**src/ssvf_pkg.sv**
```systemverilog
// ----------------------------------------------------------------------------
// ssvf_pkg
// Types and constants shared by the seven-segment value formatter.
// ----------------------------------------------------------------------------
`default_nettype none

package ssvf_pkg;

  localparam int unsigned DigitCount = 8;

  // binary to bcd lanes: lane a holds the main value, lane b the pot voltage
  localparam int unsigned BinWidthA  = 16;
  localparam int unsigned BinWidthB  = 10;
  localparam int unsigned BcdDigitsA = 5;
  localparam int unsigned BcdDigitsB = 4;
  localparam int unsigned StepsA     = BinWidthA / 2;
  localparam int unsigned StepsB     = BinWidthB / 2;

  typedef logic [3:0] digit_t;

  localparam digit_t CodeBlank = 4'd10;
  localparam digit_t CodeDash  = 4'd11;

  localparam logic [2:0] ModeFreq   = 3'd0;
  localparam logic [2:0] ModeDist   = 3'd1;
  localparam logic [2:0] ModeTime   = 3'd2;
  localparam logic [2:0] ModeVolts  = 3'd3;
  localparam logic [2:0] ModeTemp   = 3'd4;
  localparam logic [2:0] ModeSaved  = 3'd5;

  localparam logic [DigitCount-1:0] MaskVolts = 8'b0010_0010;
  localparam logic [DigitCount-1:0] MaskTemp  = 8'b0010_0000;

  typedef struct packed {
    logic [2:0]                  mode;
    logic [BinWidthA-1:0]        bin_a;
    logic [BinWidthB-1:0]        bin_b;
    digit_t [BcdDigitsA-1:0]     bcd_a;
    digit_t [BcdDigitsB-1:0]     bcd_b;
    digit_t [5:0]                hms_dig;
  } pipe_t;

  typedef struct packed {
    digit_t [DigitCount-1:0]     digit;
    logic [DigitCount-1:0]       point_mask;
  } frame_t;

endpackage

`default_nettype wire

```
**src/ssvf_if.sv**
```systemverilog
// ----------------------------------------------------------------------------
// ssvf_if
// Valid/ready channels for readings in and display frames out.
// ----------------------------------------------------------------------------
`default_nettype none

interface ssvf_in_if;
  logic        valid;
  logic        ready;
  logic [2:0]  mode;
  logic [15:0] frequency;
  logic [9:0]  distance;
  logic [4:0]  hours;
  logic [5:0]  minutes;
  logic [5:0]  seconds;
  logic [9:0]  light_volts;
  logic [9:0]  pot_volts;
  logic [13:0] temp_hundredths;
  logic [15:0] saved_value;

  modport source (
    output valid, mode, frequency, distance, hours, minutes, seconds,
           light_volts, pot_volts, temp_hundredths, saved_value,
    input  ready
  );
  modport sink (
    input  valid, mode, frequency, distance, hours, minutes, seconds,
           light_volts, pot_volts, temp_hundredths, saved_value,
    output ready
  );
endinterface

interface ssvf_out_if;
  logic       valid;
  logic       ready;
  logic [3:0] digit_0;
  logic [3:0] digit_1;
  logic [3:0] digit_2;
  logic [3:0] digit_3;
  logic [3:0] digit_4;
  logic [3:0] digit_5;
  logic [3:0] digit_6;
  logic [3:0] digit_7;
  logic [7:0] point_mask;

  modport source (
    output valid, digit_0, digit_1, digit_2, digit_3, digit_4, digit_5,
           digit_6, digit_7, point_mask,
    input  ready
  );
  modport sink (
    input  valid, digit_0, digit_1, digit_2, digit_3, digit_4, digit_5,
           digit_6, digit_7, point_mask,
    output ready
  );
endinterface

`default_nettype wire

```
**src/ssvf_select.sv**
```systemverilog
// ----------------------------------------------------------------------------
// ssvf_select
// First stage: picks the value to convert and splits the clock fields.
// ----------------------------------------------------------------------------
`default_nettype none

module ssvf_select (
  input  logic              clk_i,
  input  logic              rst_ni,
  ssvf_in_if.sink           in_i,
  output logic              valid_o,
  output ssvf_pkg::pipe_t   data_o,
  input  logic              ready_i
);

  logic            valid_q;
  ssvf_pkg::pipe_t data_d;
  ssvf_pkg::pipe_t data_q;
  logic            load;

  function automatic ssvf_pkg::digit_t tens_of(input logic [5:0] v);
    ssvf_pkg::digit_t t;
    t = 4'd0;
    for (int k = 1; k <= 6; k++) begin
      if (v >= 6'(10 * k)) t = 4'(k);
    end
    return t;
  endfunction

  function automatic ssvf_pkg::digit_t units_of(input logic [5:0] v);
    logic [5:0] u;
    u = v - ({2'b00, tens_of(v)} * 6'd10);
    return u[3:0];
  endfunction

  assign in_i.ready = !valid_q || ready_i;
  assign load       = in_i.valid && in_i.ready;

  always_comb begin
    data_d       = '0;
    data_d.mode  = in_i.mode;
    data_d.bin_b = in_i.pot_volts;
    case (in_i.mode) inside
      ssvf_pkg::ModeFreq:  data_d.bin_a = in_i.frequency;
      ssvf_pkg::ModeSaved: data_d.bin_a = in_i.saved_value;
      ssvf_pkg::ModeDist:  data_d.bin_a = {6'd0, in_i.distance};
      ssvf_pkg::ModeVolts: data_d.bin_a = {6'd0, in_i.light_volts};
      ssvf_pkg::ModeTemp:  data_d.bin_a = {2'd0, in_i.temp_hundredths};
      default:             data_d.bin_a = '0;
    endcase
    data_d.hms_dig[0] = tens_of({1'b0, in_i.hours});
    data_d.hms_dig[1] = units_of({1'b0, in_i.hours});
    data_d.hms_dig[2] = tens_of(in_i.minutes);
    data_d.hms_dig[3] = units_of(in_i.minutes);
    data_d.hms_dig[4] = tens_of(in_i.seconds);
    data_d.hms_dig[5] = units_of(in_i.seconds);
  end

  always_ff @(posedge clk_i or negedge rst_ni) begin
    if (!rst_ni) begin
      valid_q <= 1'b0;
    end else if (in_i.ready) begin
      valid_q <= in_i.valid;
    end
  end

  always_ff @(posedge clk_i) begin
    if (load) begin
      data_q <= data_d;
    end
  end

  assign valid_o = valid_q;
  assign data_o  = data_q;

endmodule

`default_nettype wire

```
**src/ssvf_dabble.sv**
```systemverilog
// ----------------------------------------------------------------------------
// ssvf_dabble
// Pipeline stage doing half of the shift-and-add-3 steps on both lanes.
// ----------------------------------------------------------------------------
`default_nettype none

module ssvf_dabble (
  input  logic              clk_i,
  input  logic              rst_ni,
  input  logic              valid_i,
  input  ssvf_pkg::pipe_t   data_i,
  output logic              ready_o,
  output logic              valid_o,
  output ssvf_pkg::pipe_t   data_o,
  input  logic              ready_i
);

  logic            valid_q;
  ssvf_pkg::pipe_t data_d;
  ssvf_pkg::pipe_t data_q;
  logic            load;

  assign ready_o = !valid_q || ready_i;
  assign load    = valid_i && ready_o;

  always_comb begin
    data_d = data_i;
    for (int s = 0; s < ssvf_pkg::StepsA; s++) begin
      for (int k = 0; k < ssvf_pkg::BcdDigitsA; k++) begin
        if (data_d.bcd_a[k] >= 4'd5) data_d.bcd_a[k] = data_d.bcd_a[k] + 4'd3;
      end
      {data_d.bcd_a, data_d.bin_a} = {data_d.bcd_a, data_d.bin_a} << 1;
    end
    for (int s = 0; s < ssvf_pkg::StepsB; s++) begin
      for (int k = 0; k < ssvf_pkg::BcdDigitsB; k++) begin
        if (data_d.bcd_b[k] >= 4'd5) data_d.bcd_b[k] = data_d.bcd_b[k] + 4'd3;
      end
      {data_d.bcd_b, data_d.bin_b} = {data_d.bcd_b, data_d.bin_b} << 1;
    end
  end

  always_ff @(posedge clk_i or negedge rst_ni) begin
    if (!rst_ni) begin
      valid_q <= 1'b0;
    end else if (ready_o) begin
      valid_q <= valid_i;
    end
  end

  always_ff @(posedge clk_i) begin
    if (load) begin
      data_q <= data_d;
    end
  end

  assign valid_o = valid_q;
  assign data_o  = data_q;

endmodule

`default_nettype wire

```
**src/ssvf_format.sv**
```systemverilog
// ----------------------------------------------------------------------------
// ssvf_format
// Last stage: places digits, blanks and dashes per mode into the frame
// ----------------------------------------------------------------------------
`default_nettype none

module ssvf_format (
  input  logic              clk_i,
  input  logic              rst_ni,
  input  logic              valid_i,
  input  ssvf_pkg::pipe_t   data_i,
  output logic              ready_o,
  ssvf_out_if.source        out_o
);

  logic                                   valid_q;
  ssvf_pkg::frame_t                       frame_d;
  ssvf_pkg::frame_t                       frame_q;
  logic [ssvf_pkg::BcdDigitsA-1:0]        nz;
  logic                                   load;

  assign ready_o = !valid_q || out_o.ready;
  assign load    = valid_i && ready_o;

  // nz[k]: some digit at position k or above is nonzero
  always_comb begin
    nz[ssvf_pkg::BcdDigitsA-1] = data_i.bcd_a[ssvf_pkg::BcdDigitsA-1] != 4'd0;
    for (int k = ssvf_pkg::BcdDigitsA - 2; k >= 0; k--) begin
      nz[k] = nz[k+1] || (data_i.bcd_a[k] != 4'd0);
    end
  end

  always_comb begin
    for (int i = 0; i < ssvf_pkg::DigitCount; i++) begin
      frame_d.digit[i] = ssvf_pkg::CodeBlank;
    end
    frame_d.point_mask = '0;
    unique case (data_i.mode) inside
      ssvf_pkg::ModeFreq, ssvf_pkg::ModeSaved: begin
        frame_d.digit[3] = nz[4] ? data_i.bcd_a[4] : ssvf_pkg::CodeBlank;
        frame_d.digit[4] = nz[3] ? data_i.bcd_a[3] : ssvf_pkg::CodeBlank;
        frame_d.digit[5] = nz[2] ? data_i.bcd_a[2] : ssvf_pkg::CodeBlank;
        frame_d.digit[6] = nz[1] ? data_i.bcd_a[1] : ssvf_pkg::CodeBlank;
        frame_d.digit[7] = data_i.bcd_a[0];
      end
      ssvf_pkg::ModeDist: begin
        frame_d.digit[5] = nz[2] ? data_i.bcd_a[2] : ssvf_pkg::CodeBlank;
        frame_d.digit[6] = nz[1] ? data_i.bcd_a[1] : ssvf_pkg::CodeBlank;
        frame_d.digit[7] = data_i.bcd_a[0];
      end
      ssvf_pkg::ModeTime: begin
        frame_d.digit[0] = data_i.hms_dig[0];
        frame_d.digit[1] = data_i.hms_dig[1];
        frame_d.digit[2] = ssvf_pkg::CodeDash;
        frame_d.digit[3] = data_i.hms_dig[2];
        frame_d.digit[4] = data_i.hms_dig[3];
        frame_d.digit[5] = ssvf_pkg::CodeDash;
        frame_d.digit[6] = data_i.hms_dig[4];
        frame_d.digit[7] = data_i.hms_dig[5];
      end
      ssvf_pkg::ModeVolts: begin
        frame_d.digit[1]   = data_i.bcd_a[2];
        frame_d.digit[2]   = data_i.bcd_a[1];
        frame_d.digit[3]   = data_i.bcd_a[0];
        frame_d.digit[5]   = data_i.bcd_b[2];
        frame_d.digit[6]   = data_i.bcd_b[1];
        frame_d.digit[7]   = data_i.bcd_b[0];
        frame_d.point_mask = ssvf_pkg::MaskVolts;
      end
      ssvf_pkg::ModeTemp: begin
        frame_d.digit[4]   = nz[3] ? data_i.bcd_a[3] : ssvf_pkg::CodeBlank;
        frame_d.digit[5]   = data_i.bcd_a[2];
        frame_d.digit[6]   = data_i.bcd_a[1];
        frame_d.digit[7]   = data_i.bcd_a[0];
        frame_d.point_mask = ssvf_pkg::MaskTemp;
      end
      default: begin
      end
    endcase
  end

  always_ff @(posedge clk_i or negedge rst_ni) begin
    if (!rst_ni) begin
      valid_q <= 1'b0;
    end else if (ready_o) begin
      valid_q <= valid_i;
    end
  end

  always_ff @(posedge clk_i) begin
    if (load) begin
      frame_q <= frame_d;
    end
  end

  assign out_o.valid      = valid_q;
  assign out_o.digit_0    = frame_q.digit[0];
  assign out_o.digit_1    = frame_q.digit[1];
  assign out_o.digit_2    = frame_q.digit[2];
  assign out_o.digit_3    = frame_q.digit[3];
  assign out_o.digit_4    = frame_q.digit[4];
  assign out_o.digit_5    = frame_q.digit[5];
  assign out_o.digit_6    = frame_q.digit[6];
  assign out_o.digit_7    = frame_q.digit[7];
  assign out_o.point_mask = frame_q.point_mask;

endmodule

`default_nettype wire

```
**src/seven_segment_value_formatter.sv**
```systemverilog
// ----------------------------------------------------------------------------
// seven_segment_value_formatter
// Turns a display mode and readings into eight digit codes and a point mask.
//
//   channel  dir  handshake      payload
//   in_i     in   valid/ready    mode and all readings
//   out_o    out  valid/ready    digit_0..digit_7, point_mask
//
// four register stages: select, two bcd conversion stages, format/output.
// one transaction per cycle while out_o is not stalled.
// each stage holds its own valid bit and takes new data when empty or when
// the stage after it moves, so bubbles close up behind a stalled output.
// reset clears the valid bits only.
// ----------------------------------------------------------------------------
`default_nettype none

module seven_segment_value_formatter (
  input  logic        clk_i,
  input  logic        rst_ni,
  ssvf_in_if.sink     in_i,
  ssvf_out_if.source  out_o
);

  logic            s1_valid;
  logic            s1_ready;
  ssvf_pkg::pipe_t s1_data;
  logic            s2_valid;
  logic            s2_ready;
  ssvf_pkg::pipe_t s2_data;
  logic            s3_valid;
  logic            s3_ready;
  ssvf_pkg::pipe_t s3_data;

  ssvf_select u_select (
    .clk_i   (clk_i),
    .rst_ni  (rst_ni),
    .in_i    (in_i),
    .valid_o (s1_valid),
    .data_o  (s1_data),
    .ready_i (s1_ready)
  );

  ssvf_dabble u_dabble_hi (
    .clk_i   (clk_i),
    .rst_ni  (rst_ni),
    .valid_i (s1_valid),
    .data_i  (s1_data),
    .ready_o (s1_ready),
    .valid_o (s2_valid),
    .data_o  (s2_data),
    .ready_i (s2_ready)
  );

  ssvf_dabble u_dabble_lo (
    .clk_i   (clk_i),
    .rst_ni  (rst_ni),
    .valid_i (s2_valid),
    .data_i  (s2_data),
    .ready_o (s2_ready),
    .valid_o (s3_valid),
    .data_o  (s3_data),
    .ready_i (s3_ready)
  );

  ssvf_format u_format (
    .clk_i   (clk_i),
    .rst_ni  (rst_ni),
    .valid_i (s3_valid),
    .data_i  (s3_data),
    .ready_o (s3_ready),
    .out_o   (out_o)
  );

`ifndef SYNTHESIS
  // input only backs up when every stage is full and the output is stalled
  assert property (@(posedge clk_i) disable iff (!rst_ni)
    !in_i.ready |-> (s1_valid && s2_valid && s3_valid && out_o.valid && !out_o.ready))
    else $error("input stalled with room in the pipeline");

  // only the points after digits 1 and 5 are ever lit
  assert property (@(posedge clk_i) disable iff (!rst_ni)
    out_o.valid |-> ((out_o.point_mask & ~(ssvf_pkg::MaskVolts)) == 8'd0))
    else $error("unexpected decimal point");

  // every digit code is a numeral, blank or dash
  assert property (@(posedge clk_i) disable iff (!rst_ni)
    out_o.valid |-> (out_o.digit_0 <= ssvf_pkg::CodeDash && out_o.digit_1 <= ssvf_pkg::CodeDash
      && out_o.digit_2 <= ssvf_pkg::CodeDash && out_o.digit_3 <= ssvf_pkg::CodeDash
      && out_o.digit_4 <= ssvf_pkg::CodeDash && out_o.digit_5 <= ssvf_pkg::CodeDash
      && out_o.digit_6 <= ssvf_pkg::CodeDash && out_o.digit_7 <= ssvf_pkg::CodeDash))
    else $error("digit code out of range");

  // the last conversion stage, if valid and unable to move, still holds its transaction
  assert property (@(posedge clk_i) disable iff (!rst_ni)
    (s3_valid && !s3_ready) |=> s3_valid)
    else $error("transaction lost in conversion stage");
`endif

endmodule

`default_nettype wire

```
**src/flat_wrapper.sv**
```systemverilog
// flat-port wrapper written by rule: the top's interface ports become plain ports
module seven_segment_value_formatter_flat 
  (clk_i, rst_ni, in_i_valid, in_i_mode, in_i_frequency, in_i_distance, in_i_hours, in_i_minutes, in_i_seconds, in_i_light_volts, in_i_pot_volts, in_i_temp_hundredths, in_i_saved_value, in_i_ready, out_o_valid, out_o_digit_0, out_o_digit_1, out_o_digit_2, out_o_digit_3, out_o_digit_4, out_o_digit_5, out_o_digit_6, out_o_digit_7, out_o_point_mask, out_o_ready);
  ssvf_in_if in_i_i ();
  ssvf_out_if out_o_i ();
  input  logic clk_i;
  input  logic rst_ni;
  input wire logic [$bits(in_i_i.valid)-1:0] in_i_valid;
  input wire logic [$bits(in_i_i.mode)-1:0] in_i_mode;
  input wire logic [$bits(in_i_i.frequency)-1:0] in_i_frequency;
  input wire logic [$bits(in_i_i.distance)-1:0] in_i_distance;
  input wire logic [$bits(in_i_i.hours)-1:0] in_i_hours;
  input wire logic [$bits(in_i_i.minutes)-1:0] in_i_minutes;
  input wire logic [$bits(in_i_i.seconds)-1:0] in_i_seconds;
  input wire logic [$bits(in_i_i.light_volts)-1:0] in_i_light_volts;
  input wire logic [$bits(in_i_i.pot_volts)-1:0] in_i_pot_volts;
  input wire logic [$bits(in_i_i.temp_hundredths)-1:0] in_i_temp_hundredths;
  input wire logic [$bits(in_i_i.saved_value)-1:0] in_i_saved_value;
  output wire logic [$bits(in_i_i.ready)-1:0] in_i_ready;
  output wire logic [$bits(out_o_i.valid)-1:0] out_o_valid;
  output wire logic [$bits(out_o_i.digit_0)-1:0] out_o_digit_0;
  output wire logic [$bits(out_o_i.digit_1)-1:0] out_o_digit_1;
  output wire logic [$bits(out_o_i.digit_2)-1:0] out_o_digit_2;
  output wire logic [$bits(out_o_i.digit_3)-1:0] out_o_digit_3;
  output wire logic [$bits(out_o_i.digit_4)-1:0] out_o_digit_4;
  output wire logic [$bits(out_o_i.digit_5)-1:0] out_o_digit_5;
  output wire logic [$bits(out_o_i.digit_6)-1:0] out_o_digit_6;
  output wire logic [$bits(out_o_i.digit_7)-1:0] out_o_digit_7;
  output wire logic [$bits(out_o_i.point_mask)-1:0] out_o_point_mask;
  input wire logic [$bits(out_o_i.ready)-1:0] out_o_ready;
  assign in_i_i.valid = in_i_valid;
  assign in_i_i.mode = in_i_mode;
  assign in_i_i.frequency = in_i_frequency;
  assign in_i_i.distance = in_i_distance;
  assign in_i_i.hours = in_i_hours;
  assign in_i_i.minutes = in_i_minutes;
  assign in_i_i.seconds = in_i_seconds;
  assign in_i_i.light_volts = in_i_light_volts;
  assign in_i_i.pot_volts = in_i_pot_volts;
  assign in_i_i.temp_hundredths = in_i_temp_hundredths;
  assign in_i_i.saved_value = in_i_saved_value;
  assign in_i_ready = in_i_i.ready;
  assign out_o_valid = out_o_i.valid;
  assign out_o_digit_0 = out_o_i.digit_0;
  assign out_o_digit_1 = out_o_i.digit_1;
  assign out_o_digit_2 = out_o_i.digit_2;
  assign out_o_digit_3 = out_o_i.digit_3;
  assign out_o_digit_4 = out_o_i.digit_4;
  assign out_o_digit_5 = out_o_i.digit_5;
  assign out_o_digit_6 = out_o_i.digit_6;
  assign out_o_digit_7 = out_o_i.digit_7;
  assign out_o_point_mask = out_o_i.point_mask;
  assign out_o_i.ready = out_o_ready;
  seven_segment_value_formatter u_core (.clk_i(clk_i), .rst_ni(rst_ni), .in_i(in_i_i), .out_o(out_o_i));
endmodule
```
**config.mk**
```make
export PLATFORM = sky130hd
export DESIGN_NAME = seven_segment_value_formatter_flat
export DESIGN_NICKNAME = d
export VERILOG_FILES = /design/src/ssvf_pkg.sv /design/src/ssvf_if.sv /design/src/ssvf_select.sv /design/src/ssvf_dabble.sv /design/src/ssvf_format.sv /design/src/seven_segment_value_formatter.sv /design/src/flat_wrapper.sv
export SDC_FILE = /design/constraint.sdc
export NUM_CORES = 1
export LEC_CHECK = 0
export BUFFER_PORTS_ARGS = -buffer_cell sky130_fd_sc_hd__buf_2
export CORE_AREA = 2 2 158 160
export DETAILED_ROUTE_END_ITERATION = 7
export DIE_AREA = 0 0 160 162
export GPL_ROUTABILITY_DRIVEN = 0
export PLACE_DENSITY_LB_ADDON = 0.08
export RECOVER_POWER = 25
export SLEW_MARGIN = 20
export SYNTH_ARGS = -nofsm -noshare
export SYNTH_HDL_FRONTEND = slang
export SYNTH_SLANG_ARGS = --single-unit
```
**constraint.sdc**
```tcl
create_clock -name clk_i -period 8.5 [get_ports clk_i]
set_input_delay 1.275 -clock clk_i [delete_from_list [all_inputs] [get_ports clk_i]]
set_output_delay 1.275 -clock clk_i [all_outputs]
set_load 0.005 [all_outputs]
```
==> impl_metrics.tcl <==
set metrics [dict create \
    setup_slack_ps 776 \
    required_ps 8660 \
    routed_wl_mm 25.7 \
    synth_edf_count 189 \
    yosysWarnings 0 \
    hold_viol_final 0 \
    min_period_over_period_pct 90.9 \
    maxSlewViolCount 57 \
    routed-wl-met2_mm 11.7 \
    synth_top_cell_by_area "edfxtp_1" \
    antenna_found_initial 0 \
    r2r_cells 32 \
    highest_layer "met4" \
    critPathCaptureType "register" \
    clock-sinks 193 \
    cts_resized 0 \
    hold_path.class "reg -> reg" \
    synth_top_cell_area_share_pct 43.0 \
    ctsLongestPathBuffers 2 \
    cts_hold_buf 0 \
    max_stage_delay_ps 560 \
    rsz0062_at_grt "no" \
    outcome "complete, but fails checks" \
    async_flop_share_pct 2.07 \
    cts_made_buffers 17 \
    seqCellArea_sq_mm 0.00578 \
    cp.arrival_ps 7880 \
    die-area_sq_mm 0.0259 \
    drt_iter0_drc 655 \
    multi_input_area_sq_mm 0.00682 \
    syn_inst 1306 \
    cp-start-kind "register" \
    syn_area_per_cell_sq_um 10.1 \
    finClkSkew_ps 13.4 \
    grt_pass1_vias 9167 \
    max_freq_mhz 129 \
    row_count 57 \
    cp_slowest_cell "or4_1" \
    tightest_slew_ps 1660 \
    die_w_microns 160 \
    setup_viol 0 \
    yosysSeqAreaShare_pct 43.7 \
    timing.final.crit_period_ps 7720 \
    route.met3.wl_mm 1.09 \
    ant_nets 0 \
    crit_path_frequent_cell "ha_1" \
    synth_cell_types 104 \
    num-nets-final 1583 \
    vias 9965 \
    vias_per_cell 5.69 \
    postCtsSetupRepairBufs 0 \
    boundaryPins 142 \
    grt_pass1_wl_mm 42.8 \
    antenna_cells 0 \
    drc 0 \
    synthFlopType "edfxtp_1" \
    setup-tns-final_ps 0 \
    grt_max_degree 56 \
    netlist_area_sq_mm 0.0132 \
    fill_cells 2088 \
    core_area_sq_mm 0.0241 \
    drive_above_1_share_pct 17.1 \
    grt-ovfl-total 0 \
    root_buffer "clkbuf_16" \
    die_h_microns 162 \
    drt_pre_antenna_iters 5 \
    wl_met1_mm 12.6 \
    ys_top_cells_by_area "edfxtp_1 43%, ha_1 6.3%, mux2i_1 4.9%" \
    cts_tree "yes" \
    worst-setup-path-type "reg -> reg" \
    critical_path_peak_fanout 10 \
    numPortBuffers 134 \
    start_util_pct 54.8 \
    wl_per_cell_microns 14.7 \
    ys_seq_elements 193 \
    max-cap-violations 2 \
    place_ws_ps 548 \
    clk_latency_ps 430 \
    whs_path_depth 0 \
    max_slew_margin_pct -11.0 \
    clk_pin_slew_ps 70 \
    grt_usage_pct 20.0 \
    h-tree-depth 4 \
    hpwl_mm 19.1 \
    failed_checks "capacitance limit, slew limit" \
    areaGrowthSynthToFinish_pct 11.4 \
]
[cell usage in the layout, fill, tap and decap left out, types with 26 or more instances in the layout]
master,netlist,layout
buf_2,12,125
o21ai_0,74,74
inv_1,85,85
ha_1,67,67
xnor2_1,29,29
nand2b_1,27,27
mux2i_1,64,64
nand2_1,87,87
edfxtp_1,189,189
a21oi_1,84,83
nor2_1,99,99
nor3_1,28,28
o22ai_1,26,26
nand3_1,33,33
[stage by stage]
stage          instances  hold WS (ps)  instance area [sq um]  utilization (%)
6_report            1751           420                  14700             61.0
5_1_grt             1751           424                  14700             61.0
4_1_cts             1751           421                  14700             61.1
3_5_place_dp        1719           405                  14100             58.5
3_3_place_gp        1719           401                  14100             58.5
2_1_floorplan       1312           400                  13200                -
[state kept, by name (all words and copies together) (netlist names), 2 cells and up]
signal                            cells
u_core.u_dabble_hi.data_o            52
u_core.u_dabble_lo.data_o            55
u_core.u_format.out_o.digit_0         3
u_core.u_format.out_o.digit_1         4
u_core.u_format.out_o.digit_2         4
u_core.u_format.out_o.digit_3         4
u_core.u_format.out_o.digit_4         4
u_core.u_format.out_o.digit_5         4
u_core.u_format.out_o.digit_6         4
u_core.u_format.out_o.digit_7         4
u_core.u_format.out_o.point_mask      2
u_core.u_select.data_o               49
[final timing paths]
path,startpoint,to,slack (ps)
setup / recovery,u_core.u_dabble_hi.data_o[44],u_core.u_dabble_lo.data_o[53],780
hold / removal,u_core.u_select.data_o[10],u_core.u_dabble_hi.data_o[10],420
setup reg to reg,u_core.u_dabble_hi.data_o[44],u_core.u_dabble_lo.data_o[53],780
hold reg to reg,u_core.u_select.data_o[10],u_core.u_dabble_hi.data_o[10],420
max in group asynchronous,rst_ni,u_core.u_select.valid_o,7670
min in group asynchronous,rst_ni,u_core.u_format.out_o.valid,650
[metal layers]
layer  global-route usage, %  up-vias
met2                    32.7      248
met3                    3.19       25
met5                       0        -
li1                        -     5117
met4                    5.94        0
met1                    27.8     4575
[worst max-delay path, delay by kind of cell (launching register included)]
family                   cells  cell delay [ps]
AND/OR/NAND/NOR              7             1970
AO/OA/AOI/OAI                9             1660
adder cells (fa/ha/maj)      6             1560
buffers and inverters        6              670
XOR/XNOR                     2              620
multiplexers                 2              560
flip-flops                   1              420
[Yosys cell counts, types with 6 or more instances]
cell type	number
nor2b_1	16
nor2_1	99
nor3_1	28
a21oi_1	84
and3_1	8
nand4_1	6
clkbuf_1	36
a211oi_2	7
nand2b_1	27
o31ai_1	8
a21boi_0	17
inv_1	85
a211oi_1	13
or2_2	9
edfxtp_1	189
nand3_1	33
o211ai_1	10
ha_1	67
o22ai_1	26
o221ai_1	6
a21o_1	17
nor3b_1	7
xor2_1	6
a22oi_1	10
mux2i_1	64
nor4_1	9
and2_1	16
buf_4	8
a31oi_1	14
xnor2_1	29
o21ai_1	7
buf_2	12
mux2_2	16
o22a_1	7
or3_1	6
o21ai_0	74
nand2_1	87
o21a_1	7
[layout make-up]
class	count	share of cell area, %
inverters	90	2.30
clock inverters	14	1.29
well taps	324	2.76
multi-input cells	965	46.3
flip-flops and latches	193	39.3
clock buffers	18	2.92
repair buffers	147	5.12
[logic make-up after synthesis]
family | after synthesis | synth area share [%]
AOI/OAI and AO/OA | 394 | 21.2
and+or+nand+nor | 372 | 14.0
DFF | 193 | 43.7
buffers and inverters | 154 | 4.89
muxes | 83 | 6.61
adders and majority gates | 71 | 6.80
xor gates and xnor gates | 38 | 2.74
other | 1 | 0.0284
Power is left out: the tool's default activity adds up to more than one toggle a clock period on the data nets, which glitch-free logic cannot reach.
